--- src/design/qkm_pkg.sv ---
// Shared types, constants and the piano-row lookup for the key to note mapper.
package qkm_pkg;

   localparam int KEY_SLOTS       = 96;
   localparam int SLOT_W          = $clog2(KEY_SLOTS);
   localparam int CODE_W          = 7;
   localparam int NOTE_W          = 7;
   localparam int VEL_W           = 7;
   localparam int OCT_W           = 4;
   localparam int TRANS_W         = 5;
   localparam int CSR_IDX_W       = 2;
   localparam int CSR_DATA_W      = 7;
   localparam int SUM_W           = 9;

   localparam logic [CODE_W-1:0] FIRST_PRINTABLE = 7'd32;
   localparam logic [NOTE_W-1:0] NOTE_NONE       = 7'd0;
   localparam logic [NOTE_W-1:0] NOTE_MIN        = 7'd1;
   localparam logic [NOTE_W-1:0] NOTE_MAX        = 7'd127;
   localparam logic [VEL_W-1:0]  VEL_RESET       = 7'd100;

   typedef enum logic [CSR_IDX_W-1:0] {
      CSR_OCTAVE    = 2'd0,
      CSR_TRANSPOSE = 2'd1,
      CSR_VELOCITY  = 2'd2
   } qkm_csr_idx_type;

   typedef struct packed {
      logic [CODE_W-1:0] key_code;
      logic              key_release;
   } qkm_req_type;

   typedef struct packed {
      logic              note_on;
      logic [NOTE_W-1:0] note_number;
      logic [VEL_W-1:0]  velocity;
   } qkm_rsp_type;

   typedef struct packed {
      logic signed [OCT_W-1:0]   octave_shift;
      logic signed [TRANS_W-1:0] transpose_semitones;
      logic [VEL_W-1:0]          note_velocity;
   } qkm_cfg_type;

   typedef struct packed {
      logic              en;
      logic [SLOT_W-1:0] slot;
      logic [NOTE_W-1:0] note;
   } qkm_store_wr_type;

   typedef struct packed {
      logic              en;
      logic [SLOT_W-1:0] slot;
   } qkm_store_rd_type;

   // Home row piano layout; every other key maps to 0.
   function automatic logic [NOTE_W-1:0] piano_row(input logic [CODE_W-1:0] code);
      logic [NOTE_W-1:0] n;
      unique case (code)
         7'h61:   n = 7'd60; // a
         7'h77:   n = 7'd61; // w
         7'h73:   n = 7'd62; // s
         7'h65:   n = 7'd63; // e
         7'h64:   n = 7'd64; // d
         7'h66:   n = 7'd65; // f
         7'h74:   n = 7'd66; // t
         7'h67:   n = 7'd67; // g
         7'h79:   n = 7'd68; // y
         7'h68:   n = 7'd69; // h
         7'h75:   n = 7'd70; // u
         7'h6a:   n = 7'd71; // j
         7'h6b:   n = 7'd72; // k
         7'h6f:   n = 7'd73; // o
         7'h6c:   n = 7'd74; // l
         7'h70:   n = 7'd75; // p
         7'h3b:   n = 7'd76; // ;
         7'h27:   n = 7'd77; // '
         default: n = NOTE_NONE;
      endcase
      return n;
   endfunction

endpackage

--- src/design/qkm_csr.sv ---
// Configuration registers: octave shift, transpose and velocity.
module qkm_csr
   import qkm_pkg::*;
(
   input  logic                  clock,
   input  logic                  reset,
   input  logic                  csr_valid,
   output logic                  csr_ready,
   input  logic [CSR_IDX_W-1:0]  csr_index,
   input  logic [CSR_DATA_W-1:0] csr_data,
   output qkm_cfg_type           cfg
);

   qkm_cfg_type cfg_ff;
   qkm_cfg_type cfg_in;

   assign csr_ready = 1'b1;
   assign cfg       = cfg_ff;

   always_comb begin
      cfg_in = cfg_ff;
      if (csr_valid && csr_ready) begin
         unique case (csr_index)
            CSR_OCTAVE:    cfg_in.octave_shift        = csr_data[OCT_W-1:0];
            CSR_TRANSPOSE: cfg_in.transpose_semitones = csr_data[TRANS_W-1:0];
            CSR_VELOCITY:  cfg_in.note_velocity       = csr_data[VEL_W-1:0];
            default:       cfg_in = cfg_ff;
         endcase
      end
   end

   always_ff @(posedge clock) begin
      if (reset) begin
         cfg_ff.octave_shift        <= '0;
         cfg_ff.transpose_semitones <= '0;
         cfg_ff.note_velocity       <= VEL_RESET;
      end else begin
         cfg_ff <= cfg_in;
      end
   end

endmodule

--- src/design/qkm_note_calc.sv ---
// Piano-row lookup, octave and transpose offset, and clamp to 1..127.
module qkm_note_calc
   import qkm_pkg::*;
(
   input  logic [CODE_W-1:0] key_code,
   input  qkm_cfg_type       cfg,
   output logic [NOTE_W-1:0] note
);

   logic signed [SUM_W-1:0] raw;
   logic signed [SUM_W-1:0] oct;
   logic signed [SUM_W-1:0] oct12;
   logic signed [SUM_W-1:0] trans;
   logic signed [SUM_W-1:0] sum;

   always_comb begin
      raw   = $signed({{(SUM_W-NOTE_W){1'b0}}, piano_row(key_code)});
      oct   = $signed({{(SUM_W-OCT_W){cfg.octave_shift[OCT_W-1]}}, cfg.octave_shift});
      oct12 = (oct <<< 3) + (oct <<< 2);
      trans = $signed({{(SUM_W-TRANS_W){cfg.transpose_semitones[TRANS_W-1]}},
                       cfg.transpose_semitones});
      sum   = raw + oct12 + trans;
      priority if (sum < $signed({2'b00, NOTE_MIN})) begin
         note = NOTE_MIN;
      end else if (sum > $signed({2'b00, NOTE_MAX})) begin
         note = NOTE_MAX;
      end else begin
         note = sum[NOTE_W-1:0];
      end
   end

endmodule

--- src/design/qkm_held_store.sv ---
// Held-note memory per key slot with per-entry valid bits and write forwarding.
module qkm_held_store
   import qkm_pkg::*;
(
   input  logic              clock,
   input  logic              reset,
   input  qkm_store_rd_type  rd,
   input  qkm_store_wr_type  wr,
   output logic [NOTE_W-1:0] held_note
);

   logic [NOTE_W-1:0]    mem [KEY_SLOTS];
   logic [KEY_SLOTS-1:0] vld_ff;
   logic [NOTE_W-1:0]    rd_data_ff;
   logic                 rd_vld_ff;
   logic                 fwd_ff;
   logic [NOTE_W-1:0]    fwd_note_ff;

   always_ff @(posedge clock) begin
      if (wr.en) begin
         mem[wr.slot] <= wr.note;
      end
      if (rd.en) begin
         rd_data_ff  <= mem[rd.slot];
         rd_vld_ff   <= vld_ff[rd.slot];
         fwd_note_ff <= wr.note;
      end
   end

   always_ff @(posedge clock) begin
      if (reset) begin
         vld_ff <= '0;
         fwd_ff <= 1'b0;
      end else begin
         if (wr.en) begin
            vld_ff[wr.slot] <= 1'b1;
         end
         // same-slot write in the read cycle: the array still returns the old entry
         if (rd.en) begin
            fwd_ff <= wr.en && (wr.slot == rd.slot);
         end
      end
   end

   assign held_note = fwd_ff    ? fwd_note_ff :
                      rd_vld_ff ? rd_data_ff  : NOTE_NONE;

endmodule

--- src/design/qwerty_key_to_midi_note.sv ---
// Top level of the QWERTY key to MIDI note mapper.
//
// Usage:
//   req_*  : key events (ASCII code, press/release), valid/stall handshake.
//   rsp_*  : at most one note message per request (note-on/off, number, velocity).
//   csr_*  : register writes (0 octave, 1 transpose, 2 velocity); csr_ready is
//            always high, so a write lands on any cycle with csr_valid.
// Pipeline: two register stages, request register then result register; the
//   message is formed from the request register and held in the result register.
// Throughput: one request per cycle unless req_stall is high; held notes are read
//   at capture, written back as the request advances, with same-key forwarding.
// Requests that give no message (control codes, press of a held key) pass
//   through without a bubble on the result side.
// Reset: synchronous, active high; all keys hold no note, octave and transpose
//   are 0, velocity is 100.
// Stall: a stalled result holds in the output register; one more request is
//   still taken into the request register, and if it gives a message req_stall
//   rises until the result is taken.
module qwerty_key_to_midi_note
   import qkm_pkg::*;
(
   input  logic                  clock,
   input  logic                  reset,
   input  logic                  req_valid,
   output logic                  req_stall,
   input  qkm_req_type           req_data,
   output logic                  rsp_valid,
   input  logic                  rsp_stall,
   output qkm_rsp_type           rsp_data,
   input  logic                  csr_valid,
   output logic                  csr_ready,
   input  logic [CSR_IDX_W-1:0]  csr_index,
   input  logic [CSR_DATA_W-1:0] csr_data
);

   qkm_cfg_type      cfg;
   qkm_store_rd_type store_rd;
   qkm_store_wr_type store_wr;
   logic [NOTE_W-1:0] held_note;
   logic [NOTE_W-1:0] press_note;

   qkm_req_type       s1_ff;
   logic              s1_vld_ff;
   logic [SLOT_W-1:0] s1_slot;
   logic              s1_printable;
   logic              s1_emit;
   logic              s1_go;
   logic              out_free;
   logic              req_take;
   logic              req_printable;
   logic [CODE_W-1:0] req_slot_full;
   logic [CODE_W-1:0] s1_slot_full;

   qkm_rsp_type rsp_ff;
   qkm_rsp_type rsp_in;
   logic        rsp_vld_ff;

   qkm_csr u_csr (
      .clock     (clock),
      .reset     (reset),
      .csr_valid (csr_valid),
      .csr_ready (csr_ready),
      .csr_index (csr_index),
      .csr_data  (csr_data),
      .cfg       (cfg)
   );

   qkm_held_store u_store (
      .clock     (clock),
      .reset     (reset),
      .rd        (store_rd),
      .wr        (store_wr),
      .held_note (held_note)
   );

   qkm_note_calc u_calc (
      .key_code (s1_ff.key_code),
      .cfg      (cfg),
      .note     (press_note)
   );

   // handshake between the request register and the result register
   always_comb begin
      out_free  = !rsp_vld_ff || !rsp_stall;
      s1_go     = s1_vld_ff && (out_free || !s1_emit);
      req_stall = s1_vld_ff && !s1_go;
      req_take  = req_valid && !req_stall;
   end

   always_comb begin
      req_printable = req_data.key_code >= FIRST_PRINTABLE;
      req_slot_full = req_data.key_code - FIRST_PRINTABLE;
      store_rd.en   = req_take;
      store_rd.slot = req_printable ? req_slot_full[SLOT_W-1:0] : '0;
   end

   always_comb begin
      s1_printable = s1_ff.key_code >= FIRST_PRINTABLE;
      s1_slot_full = s1_ff.key_code - FIRST_PRINTABLE;
      s1_slot      = s1_slot_full[SLOT_W-1:0];
      // press of a held key is a restrike: no message, no write
      s1_emit      = s1_vld_ff && s1_printable &&
                     (s1_ff.key_release || (held_note == NOTE_NONE));

      store_wr.en   = s1_go && s1_emit;
      store_wr.slot = s1_slot;
      store_wr.note = s1_ff.key_release ? NOTE_NONE : press_note;

      rsp_in.note_on     = !s1_ff.key_release;
      rsp_in.note_number = s1_ff.key_release ? held_note : press_note;
      rsp_in.velocity    = cfg.note_velocity;
   end

   always_ff @(posedge clock) begin
      if (req_take) begin
         s1_ff <= req_data;
      end
      if (out_free) begin
         rsp_ff <= rsp_in;
      end
   end

   always_ff @(posedge clock) begin
      if (reset) begin
         s1_vld_ff  <= 1'b0;
         rsp_vld_ff <= 1'b0;
      end else begin
         if (req_take || s1_go) begin
            s1_vld_ff <= req_take;
         end
         if (out_free) begin
            rsp_vld_ff <= s1_emit;
         end
      end
   end

   assign rsp_valid = rsp_vld_ff;
   assign rsp_data  = rsp_ff;

   a_stall_needs_item: assert property (@(posedge clock) disable iff (reset)
      req_stall |-> (s1_vld_ff && rsp_vld_ff && rsp_stall))
      else $error("request stalled without a blocked result");

   a_note_on_nonzero: assert property (@(posedge clock) disable iff (reset)
      (rsp_valid && rsp_data.note_on) |-> (rsp_data.note_number != NOTE_NONE))
      else $error("note-on with note number zero");

   a_result_kept: assert property (@(posedge clock) disable iff (reset)
      (rsp_valid && rsp_stall) |=> rsp_valid)
      else $error("stalled result dropped");

   a_write_only_on_advance: assert property (@(posedge clock) disable iff (reset)
      store_wr.en |-> (s1_vld_ff && s1_printable && out_free))
      else $error("held-note write without the item advancing");

endmodule

--- config.mk ---
export PLATFORM = sky130hd
export DESIGN_NAME = qwerty_key_to_midi_note
export DESIGN_NICKNAME = d
export VERILOG_FILES = /design/src/design/qkm_pkg.sv /design/src/design/qkm_csr.sv /design/src/design/qkm_note_calc.sv /design/src/design/qkm_held_store.sv /design/src/design/qwerty_key_to_midi_note.sv
export SDC_FILE = /design/constraint.sdc
export NUM_CORES = 1
export LEC_CHECK = 0
export BUFFER_PORTS_ARGS = -buffer_cell sky130_fd_sc_hd__buf_2
export CAP_MARGIN = 20
export CORE_MARGIN = 4
export CORE_UTILIZATION = 30
export CTS_CLUSTER_SIZE = 10
export DETAILED_ROUTE_END_ITERATION = 8
export HOLD_SLACK_MARGIN = 0.12
export SLEW_MARGIN = 20
export SYNTH_ARGS = -nofsm -noshare
export SYNTH_HDL_FRONTEND = slang
export SYNTH_HIERARCHICAL = 1
export SYNTH_SLANG_ARGS = --single-unit
--- constraint.sdc ---
create_clock -name clock -period 8.6 [get_ports clock]
set_clock_uncertainty 0.2 [all_clocks]
set_input_delay 1.72 -clock clock [delete_from_list [all_inputs] [get_ports clock]]
set_output_delay 1.72 -clock clock [all_outputs]
set_load 0.005 [all_outputs]
==> out/qor.csv, run 1 <==
stage,metric,value,unit
die,core area,109000,um^2
hold_path,worst min path class,flip-flop to flip-flop,
sta,unrepaired setup endpoints after global routing,no,
critical_path,crit-path max cell delay,820,ps
grt,vias in the first global route,18100,
grt,gr ovfl total,0,
detailed_routing,violation count after the first detailed-route iteration,1760,
die,# rows,121,
sta,Max Slew Vio Count,0,
clock_tree,Post-CTS Setup Inserts,0,
placement,RD Place Congestion,0.819,
sta,setup_tns,0,ps
yosys,Most used DFF post-synth,edfxtp_1,
pwr,Net Switching,1.96,mW
detailed_routing,drc violations,0,
placement,port bufs,38,
detailed_routing,routed wire length,81500,um
clock_tree,CTS tree,yes,
pwr,combinational power share,7.0,%
critical_path,Critical Path Start Type,flip-flop,
clock_tree,Hold Buf Count CTS,0,
detailed_routing,ANT nets after route,0,
pwr,P_leak,12.1,nW
cells_and_area,diode count,0,
grt,first-pass GRT wire length,123000,um
clock_tree,post-CTS resize count,0,
clock_tree,clock-pin transition on the worst setup and hold timing paths,60,ps
detailed_routing,Pre-antenna DRT Iters,5,
yosys,Mapped Nets,1923,
critical_path,Critical-path top delay cell,edfxtp_1,
sta,max_slew headroom,25.4,%
clock_tree,Sink Count,825,
cells_and_area,Layout area overhead,14.5,%
yosys,Post-synth EDFFs,710,
yosys,cells after synthesis,1878,
yosys,Yosys top cell area share,64.5,%
yosys,Netlist cell types,69,
critical_path,worst-path cell chain,"or3b_2, nor3_1, o31ai_1, fa_1, inv_1, ha_1, ha_1, inv_1, fa_1, nand2b_1, a2111o_1, o211ai_1, a2111o_1, nor2b_4, buf_4",
cells_and_area,ratio of cells with drive above 1 in the final layout,20.9,%
cells_and_area,"most common cell after layout, fill and taps aside",edfxtp_1,
critical_path,Buf/Inv on CP,3,
die,Die W,340,um
yosys,syn avg cell area,17.6,um^2
outcome,run status,completed,
clock_tree,Longest Clk Path Bufs,3,
clock_tree,clk_lat worst skew,660,ps
pwr,Power Internal,6.82,mW
pwr,sequential fraction of design power,51.1,%
placement,Post-DP HPWL,50700,um
sta,Period minus WS final,6250,ps
critical_path,Required @ worst endpoint,8750,ps
die,Initial Util,30.3,%
cells_and_area,"commonest non-fill, non-tap cells in the layout","edfxtp_1, nor2_1, mux4_2",
detailed_routing,Via density,5.10,
pwr,Clock power frac,41.9,%
yosys,Yosys reg bits,825,
critical_path,Critical Path Fanout Max,64,
clock_tree,H-tree depth,3,
pwr,Pwr Density,232,nW/um^2
job,MaxCap Viol Count,0,
grt,initial antenna violation count,0,
yosys,"Seq/Total Area, Yosys",71.4,%
die,Die Y,340,um
critical_path,CP top delay family,simple AND/OR/NAND/NOR gates,
sta,Least-Margin Pin Slew,1120,ps
detailed_routing,total number of vias,17900,
die,I/O pins,40,
sta,Final Hold Vio Count,0,
detailed_routing,WL per Instance,23.3,um
yosys,"area leader, netlist",edfxtp_1,
critical_path,Arrival @ worst endpoint,6390,ps
critical_path,crit end category,flip-flop,
yosys,Synth Warn #,6,
clock_tree,Root Buffer,clkbuf_16,
cells_and_area,final-stage net count,1990,
yosys,"Async S/R FF share, synth",0,%
yosys,Post-Syn Area,33100,um^2
grt,pin count of the biggest net entering global routing,99,
critical_path,critical path type,flip-flop to flip-flop,
clock_tree,CTS Buf Count,94,
sta,# setup viols final,0,
yosys,synth top area cells,"edfxtp_1, mux4_2, dfxtp_1",
die,die area,116000,um^2
pwr,VDD IR max,0.000148,V
grt,GRT Util Overall,14.0,%
sta,Tcrit/Tclk final,72.6,%
sta,maximum clock frequency,160,MHz
sta,WHS,232,ps
pwr,Net Sw Frac,22.3,%
layer usage:
| layer | vias to the layer above | global-route usage (%) | share of wire [%] |
|---|---|---|---|
| li1 | 7527 | - | - |
| met1 | 9510 | 19.3 | 42 |
| met2 | 703 | 22.6 | 48 |
| met3 | 127 | 2.61 | 7.0 |
| met4 | 0 | 3.98 | 2.4 |
| met5 | - | 0 | 0 |
synthesized netlist by cell type, types with 4 or more instances:
| cell type | count |
|---|---|
| nand2b_1 | 28 |
| edfxtp_1 | 710 |
| nand3b_1 | 11 |
| a21o_1 | 8 |
| a2111oi_0 | 4 |
| ha_1 | 14 |
| buf_2 | 24 |
| dfxtp_1 | 115 |
| o21ai_0 | 12 |
| nor3_1 | 11 |
| a211oi_1 | 5 |
| inv_1 | 28 |
| clkbuf_1 | 45 |
| buf_6 | 7 |
| nor3b_1 | 6 |
| or2_2 | 6 |
| xor2_1 | 4 |
| o211ai_1 | 7 |
| mux4_2 | 201 |
| mux2i_1 | 43 |
| nor2b_1 | 30 |
| a22o_1 | 8 |
| o22ai_1 | 11 |
| a21oi_1 | 25 |
| buf_4 | 17 |
| or3b_2 | 4 |
| nand2_1 | 32 |
| nand3_1 | 32 |
| o221ai_1 | 8 |
| nand4_1 | 6 |
| fa_1 | 9 |
| o21ba_2 | 10 |
| a22oi_1 | 16 |
| mux2_2 | 8 |
| o31ai_1 | 5 |
| xnor2_1 | 7 |
| nor4_1 | 5 |
| buf_1 | 8 |
| a31oi_1 | 4 |
| nor2_1 | 300 |
power by group through the flow:
stage / Combinational (mW) / Clock (mW) / Sequential [mW]
after floorplan: 0.384 / 0 / 4.56
after global placement: 0.596 / 0 / 4.56
after detailed placement: 0.613 / 0 / 4.56
after CTS: 0.616 / 3.76 / 4.48
after global routing: 0.659 / 3.94 / 4.48
final: 0.613 / 3.68 / 4.48
registers in the layout, summed over array words and instances, names as in the netlist:
signal	cells
u_store/mem	672
u_store/vld_ff	96
u_csr/cfg	16
rsp_data	15
s1_ff	8
u_store/fwd_note_ff	7
u_store/rd_data_ff	7
rsp_valid	1
s1_vld_ff	1
u_store/fwd_ff	1
u_store/rd_vld_ff	1
cell type report:
class	instances	area, um^2
Clock buffer	171	2750
Clock inverter	6	98.8
Fill cell	10200	71300
Inverter	31	116
Multi-Input combinational cell	921	8900
Sequential cell	825	23600
Tap cell	1476	1850
Timing Repair Buffer	72	522
kinds of logic after synthesis:
family / after synthesis / synth area share [%]
flip-flops: 825 / 71.4
AND/OR/NAND/NOR: 488 / 6.72
multiplexers: 252 / 15.3
AO/OA/AOI/OAI: 146 / 3.27
buffers and inverters: 132 / 1.94
adder cells (fa/ha/maj): 23 / 1.07
XOR/XNOR: 11 / 0.291
other: 1 / 0.0113
stage by stage:
stage	total power, mW	cells	instance area (um^2)	worst slack, ps	utilization, %
after global routing	9.09	3502	37900	2000	34.7
final	8.77	3502	37900	2350	34.7
after floorplan	4.95	1878	33100	1610	-
after detailed placement	5.18	3324	35000	2450	32.0
after global placement	5.16	3324	35000	2730	32.0
after CTS	8.86	3501	37800	2410	34.6
worst paths after layout:
check	endpoint	slack [ps]	startpoint	depth (start not counted)
setup / recovery	u_store/mem[89][0]	2350	s1_ff[4]	15
hold / removal	rsp_data[4]	230	u_csr/cfg[4]	0
setup reg to reg	u_store/mem[89][0]	2350	s1_ff[4]	15
hold reg to reg	rsp_data[4]	230	u_csr/cfg[4]	0
Power figures use the tool's default switching activity.
==> inputs of run 2 (changes only) <==
==> constraint.sdc (replaced) <==
create_clock -name clock -period 5.9 [get_ports clock]
set_clock_uncertainty 0.2 [all_clocks]
set_input_delay 1.18 -clock clock [delete_from_list [all_inputs] [get_ports clock]]
set_output_delay 1.18 -clock clock [all_outputs]
set_load 0.005 [all_outputs]
==> run 2 against run 1 <==
Against the previous run:
- combinational power up 48%
- first-iteration DRC count down 8.0%
- register-to-register slack worse by 1900 ps
- critical path type unchanged
- power up 45%
- clock-buffer cell count down 2
- via count down 1.1%
==> out/qor.csv, run 2 (synthesis gave the netlist of run 1 again) <==
stage,metric,value,unit,change
outcome,run status,completed,,
sta,max_slew headroom,31.2,%,+5.8 points
grt,gr ovfl total,0,,unchanged
pwr,VDD IR max,0.000205,V,+38%
die,Initial Util,30.3,%,unchanged
sta,Tcrit/Tclk final,92.4,%,+20 points
die,# rows,121,,unchanged
sta,setup_tns,0,ps,unchanged
clock_tree,CTS Buf Count,93,,-1.1%
clock_tree,clock-pin transition on the worst setup and hold timing paths,50,ps,about the same
cells_and_area,multi-input logic area,8900,um^2,about the same
grt,vias in the first global route,17800,,-1.7%
clock_tree,Post-CTS Setup Inserts,0,,unchanged
critical_path,Critical Path Fanout Max,69,,+7.8%
placement,port bufs,38,,unchanged
detailed_routing,Pre-antenna DRT Iters,7,,+2
grt,pin count of the biggest net entering global routing,99,,unchanged
detailed_routing,routed wire length,80300,um,-1.5%
placement,Post-DP HPWL,50300,um,-0.85%
clock_tree,CTS tree,yes,,
cells_and_area,final-layout fill cell count,10200,,-0.27%
clock_tree,Root Buffer,clkbuf_16,,
sta,Period minus WS final,5450,ps,-793 ps
sta,Least-Margin Pin Slew,1030,ps,-87.0 ps
pwr,total power,12.7,mW,+45%
pwr,P_leak,12.1,nW,+0.45%
detailed_routing,Via density,5.02,,-1.5%
cells_and_area,diode count,0,,unchanged
grt,initial antenna violation count,0,,unchanged
critical_path,worst-path cell chain,"or3b_2, nor3_1, o31ai_1, fa_1, inv_1, ha_1, ha_1, inv_1, fa_1, nand2b_1, a21oi_1, o211ai_1, buf_4, a21oi_1, nor2b_4, buf_6",,
detailed_routing,WL per Instance,22.8,um,-1.8%
cells_and_area,ratio of cells with drive above 1 in the final layout,21.2,%,+0.30 points
job,MaxCap Viol Count,0,,unchanged
critical_path,Buf/Inv on CP,4,,+1
grt,grt met1 use,19.1,%,-0.21 points
cells_and_area,Seq. cell area,23600,um^2,unchanged
sta,maximum clock frequency,183,MHz,+15%
die,die area,116000,um^2,unchanged
critical_path,RR Startpoint,s1_ff[4],,
sta,Final Hold Vio Count,0,,unchanged
critical_path,Critical Path Start Type,flip-flop,,
hold_path,Hold Crit Start,u_csr/cfg[1],,
clock_tree,Sink Count,825,,unchanged
clock_tree,clk_lat worst skew,650,ps,about the same
critical_path,crit-path max cell delay,650,ps,-170 ps
grt,GRT Util Overall,13.7,%,-0.25 points
grt,first-pass GRT wire length,120000,um,-1.8%
clock_tree,Longest Clk Path Bufs,3,,unchanged
critical_path,Arrival @ worst endpoint,5620,ps,-770 ps
grt,layer with the highest usage,met2,,
placement,RD Place Congestion,0.842,,+2.8%
critical_path,crit end category,flip-flop,,
detailed_routing,ANT nets after route,0,,unchanged
critical_path,CP top delay family,simple AND/OR/NAND/NOR gates,,
sta,Max Slew Vio Count,0,,unchanged
critical_path,Required @ worst endpoint,6060,ps,-2690 ps
cells_and_area,Layout area overhead,14.7,%,
hold_path,worst min path class,flip-flop to flip-flop,,
placement,placed cell count,3339,,+0.45%
grt,M3 GR Usage,2.45,%,-0.16 points
die,I/O pins,40,,unchanged
sta,WHS,232,ps,+0.173 ps
critical_path,CP Launch Point,s1_ff[4],,
pwr,Pwr Density,335,nW/um^2,+45%
die,core area,109000,um^2,unchanged
cells_and_area,"most common cell after layout, fill and taps aside",edfxtp_1,,
detailed_routing,violation count after the first detailed-route iteration,1619,,-8.0%
cells_and_area,"commonest non-fill, non-tap cells in the layout","edfxtp_1, nor2_1, mux4_2",,
detailed_routing,drc violations,0,,unchanged
detailed_routing,total number of vias,17700,,-1.1%
cells_and_area,max reg flops,672,,unchanged
cells_and_area,final non-filler cell total,3516,,+0.40%
critical_path,Critical-path top delay cell,edfxtp_1,,
die,Die Y,340,um,unchanged
sta,unrepaired setup endpoints after global routing,no,,
cells_and_area,final-stage net count,2004,,+0.70%
cells_and_area,most flop-heavy register,u_store/mem,,
critical_path,critical path type,flip-flop to flip-flop,,
die,Die W,340,um,unchanged
clock_tree,H-tree depth,3,,unchanged
sta,# setup viols final,0,,unchanged
grt,M2 GR Usage,22.0,%,-0.59 points
-- run 2: cell count changes in the layout (fill, tap and decap cells not counted), moves of 2 or more --
cell / previous run / this run
buf_12: 4 / 10
clkbuf_1: 70 / 74
buf_4: 29 / 38
clkinv_8: 1 / 3
clkbuf_16: 97 / 94
clkbuf_8: 4 / 1
-- run 2: cell type report --
cell class	instances	area share, %
Sequential cell	825	62.3
Clock inverter	7	0.336
Timing Repair Buffer	87	1.83
Clock buffer	169	6.97
Multi-Input combinational cell	921	23.4
Inverter	31	0.307
Tap cell	1476	4.87
-- run 2: power breakdown --
group	internal [mW]	leakage, nW	switching (mW)
Combinational	0.317	3.35	0.592
Clock	3.06	1.31	2.22
Sequential	6.50	7.49	0.0232
-- run 2: metal layers --
layer	vias up	wire, um	share of wire [%]
met3	151	5270	6.6
met4	0	2250	2.8
met2	661	38000	47
met5	-	0	0
met1	9290	34800	43
li1	7563	-	-
-- run 2: path summary, 6_finish.rpt --
| kind | to | slack, ps | cells after the start |
|---|---|---|---|
| worst max register to register | u_store/mem[84][3] | 450 | 16 |
| worst max-delay path | u_store/mem[84][3] | 450 | 16 |
| worst min register to register | rsp_data[1] | 230 | 0 |
| worst min-delay path | rsp_data[1] | 230 | 0 |
-- run 2: through the flow --
step	instance area (um^2)	setup WS, ps	utilization, %
floorplan	33100	117	-
global placement	35100	402	32.2
detailed placement	35100	141	32.2
CTS	37900	128	34.7
global route	37900	80.1	34.8
finish	37900	447	34.8
-- run 2: timing repair --
item,4_1_cts,5_1_grt
endpoints found under the setup margin,0,142
hold buffers,0,0
resized for setup,0,2
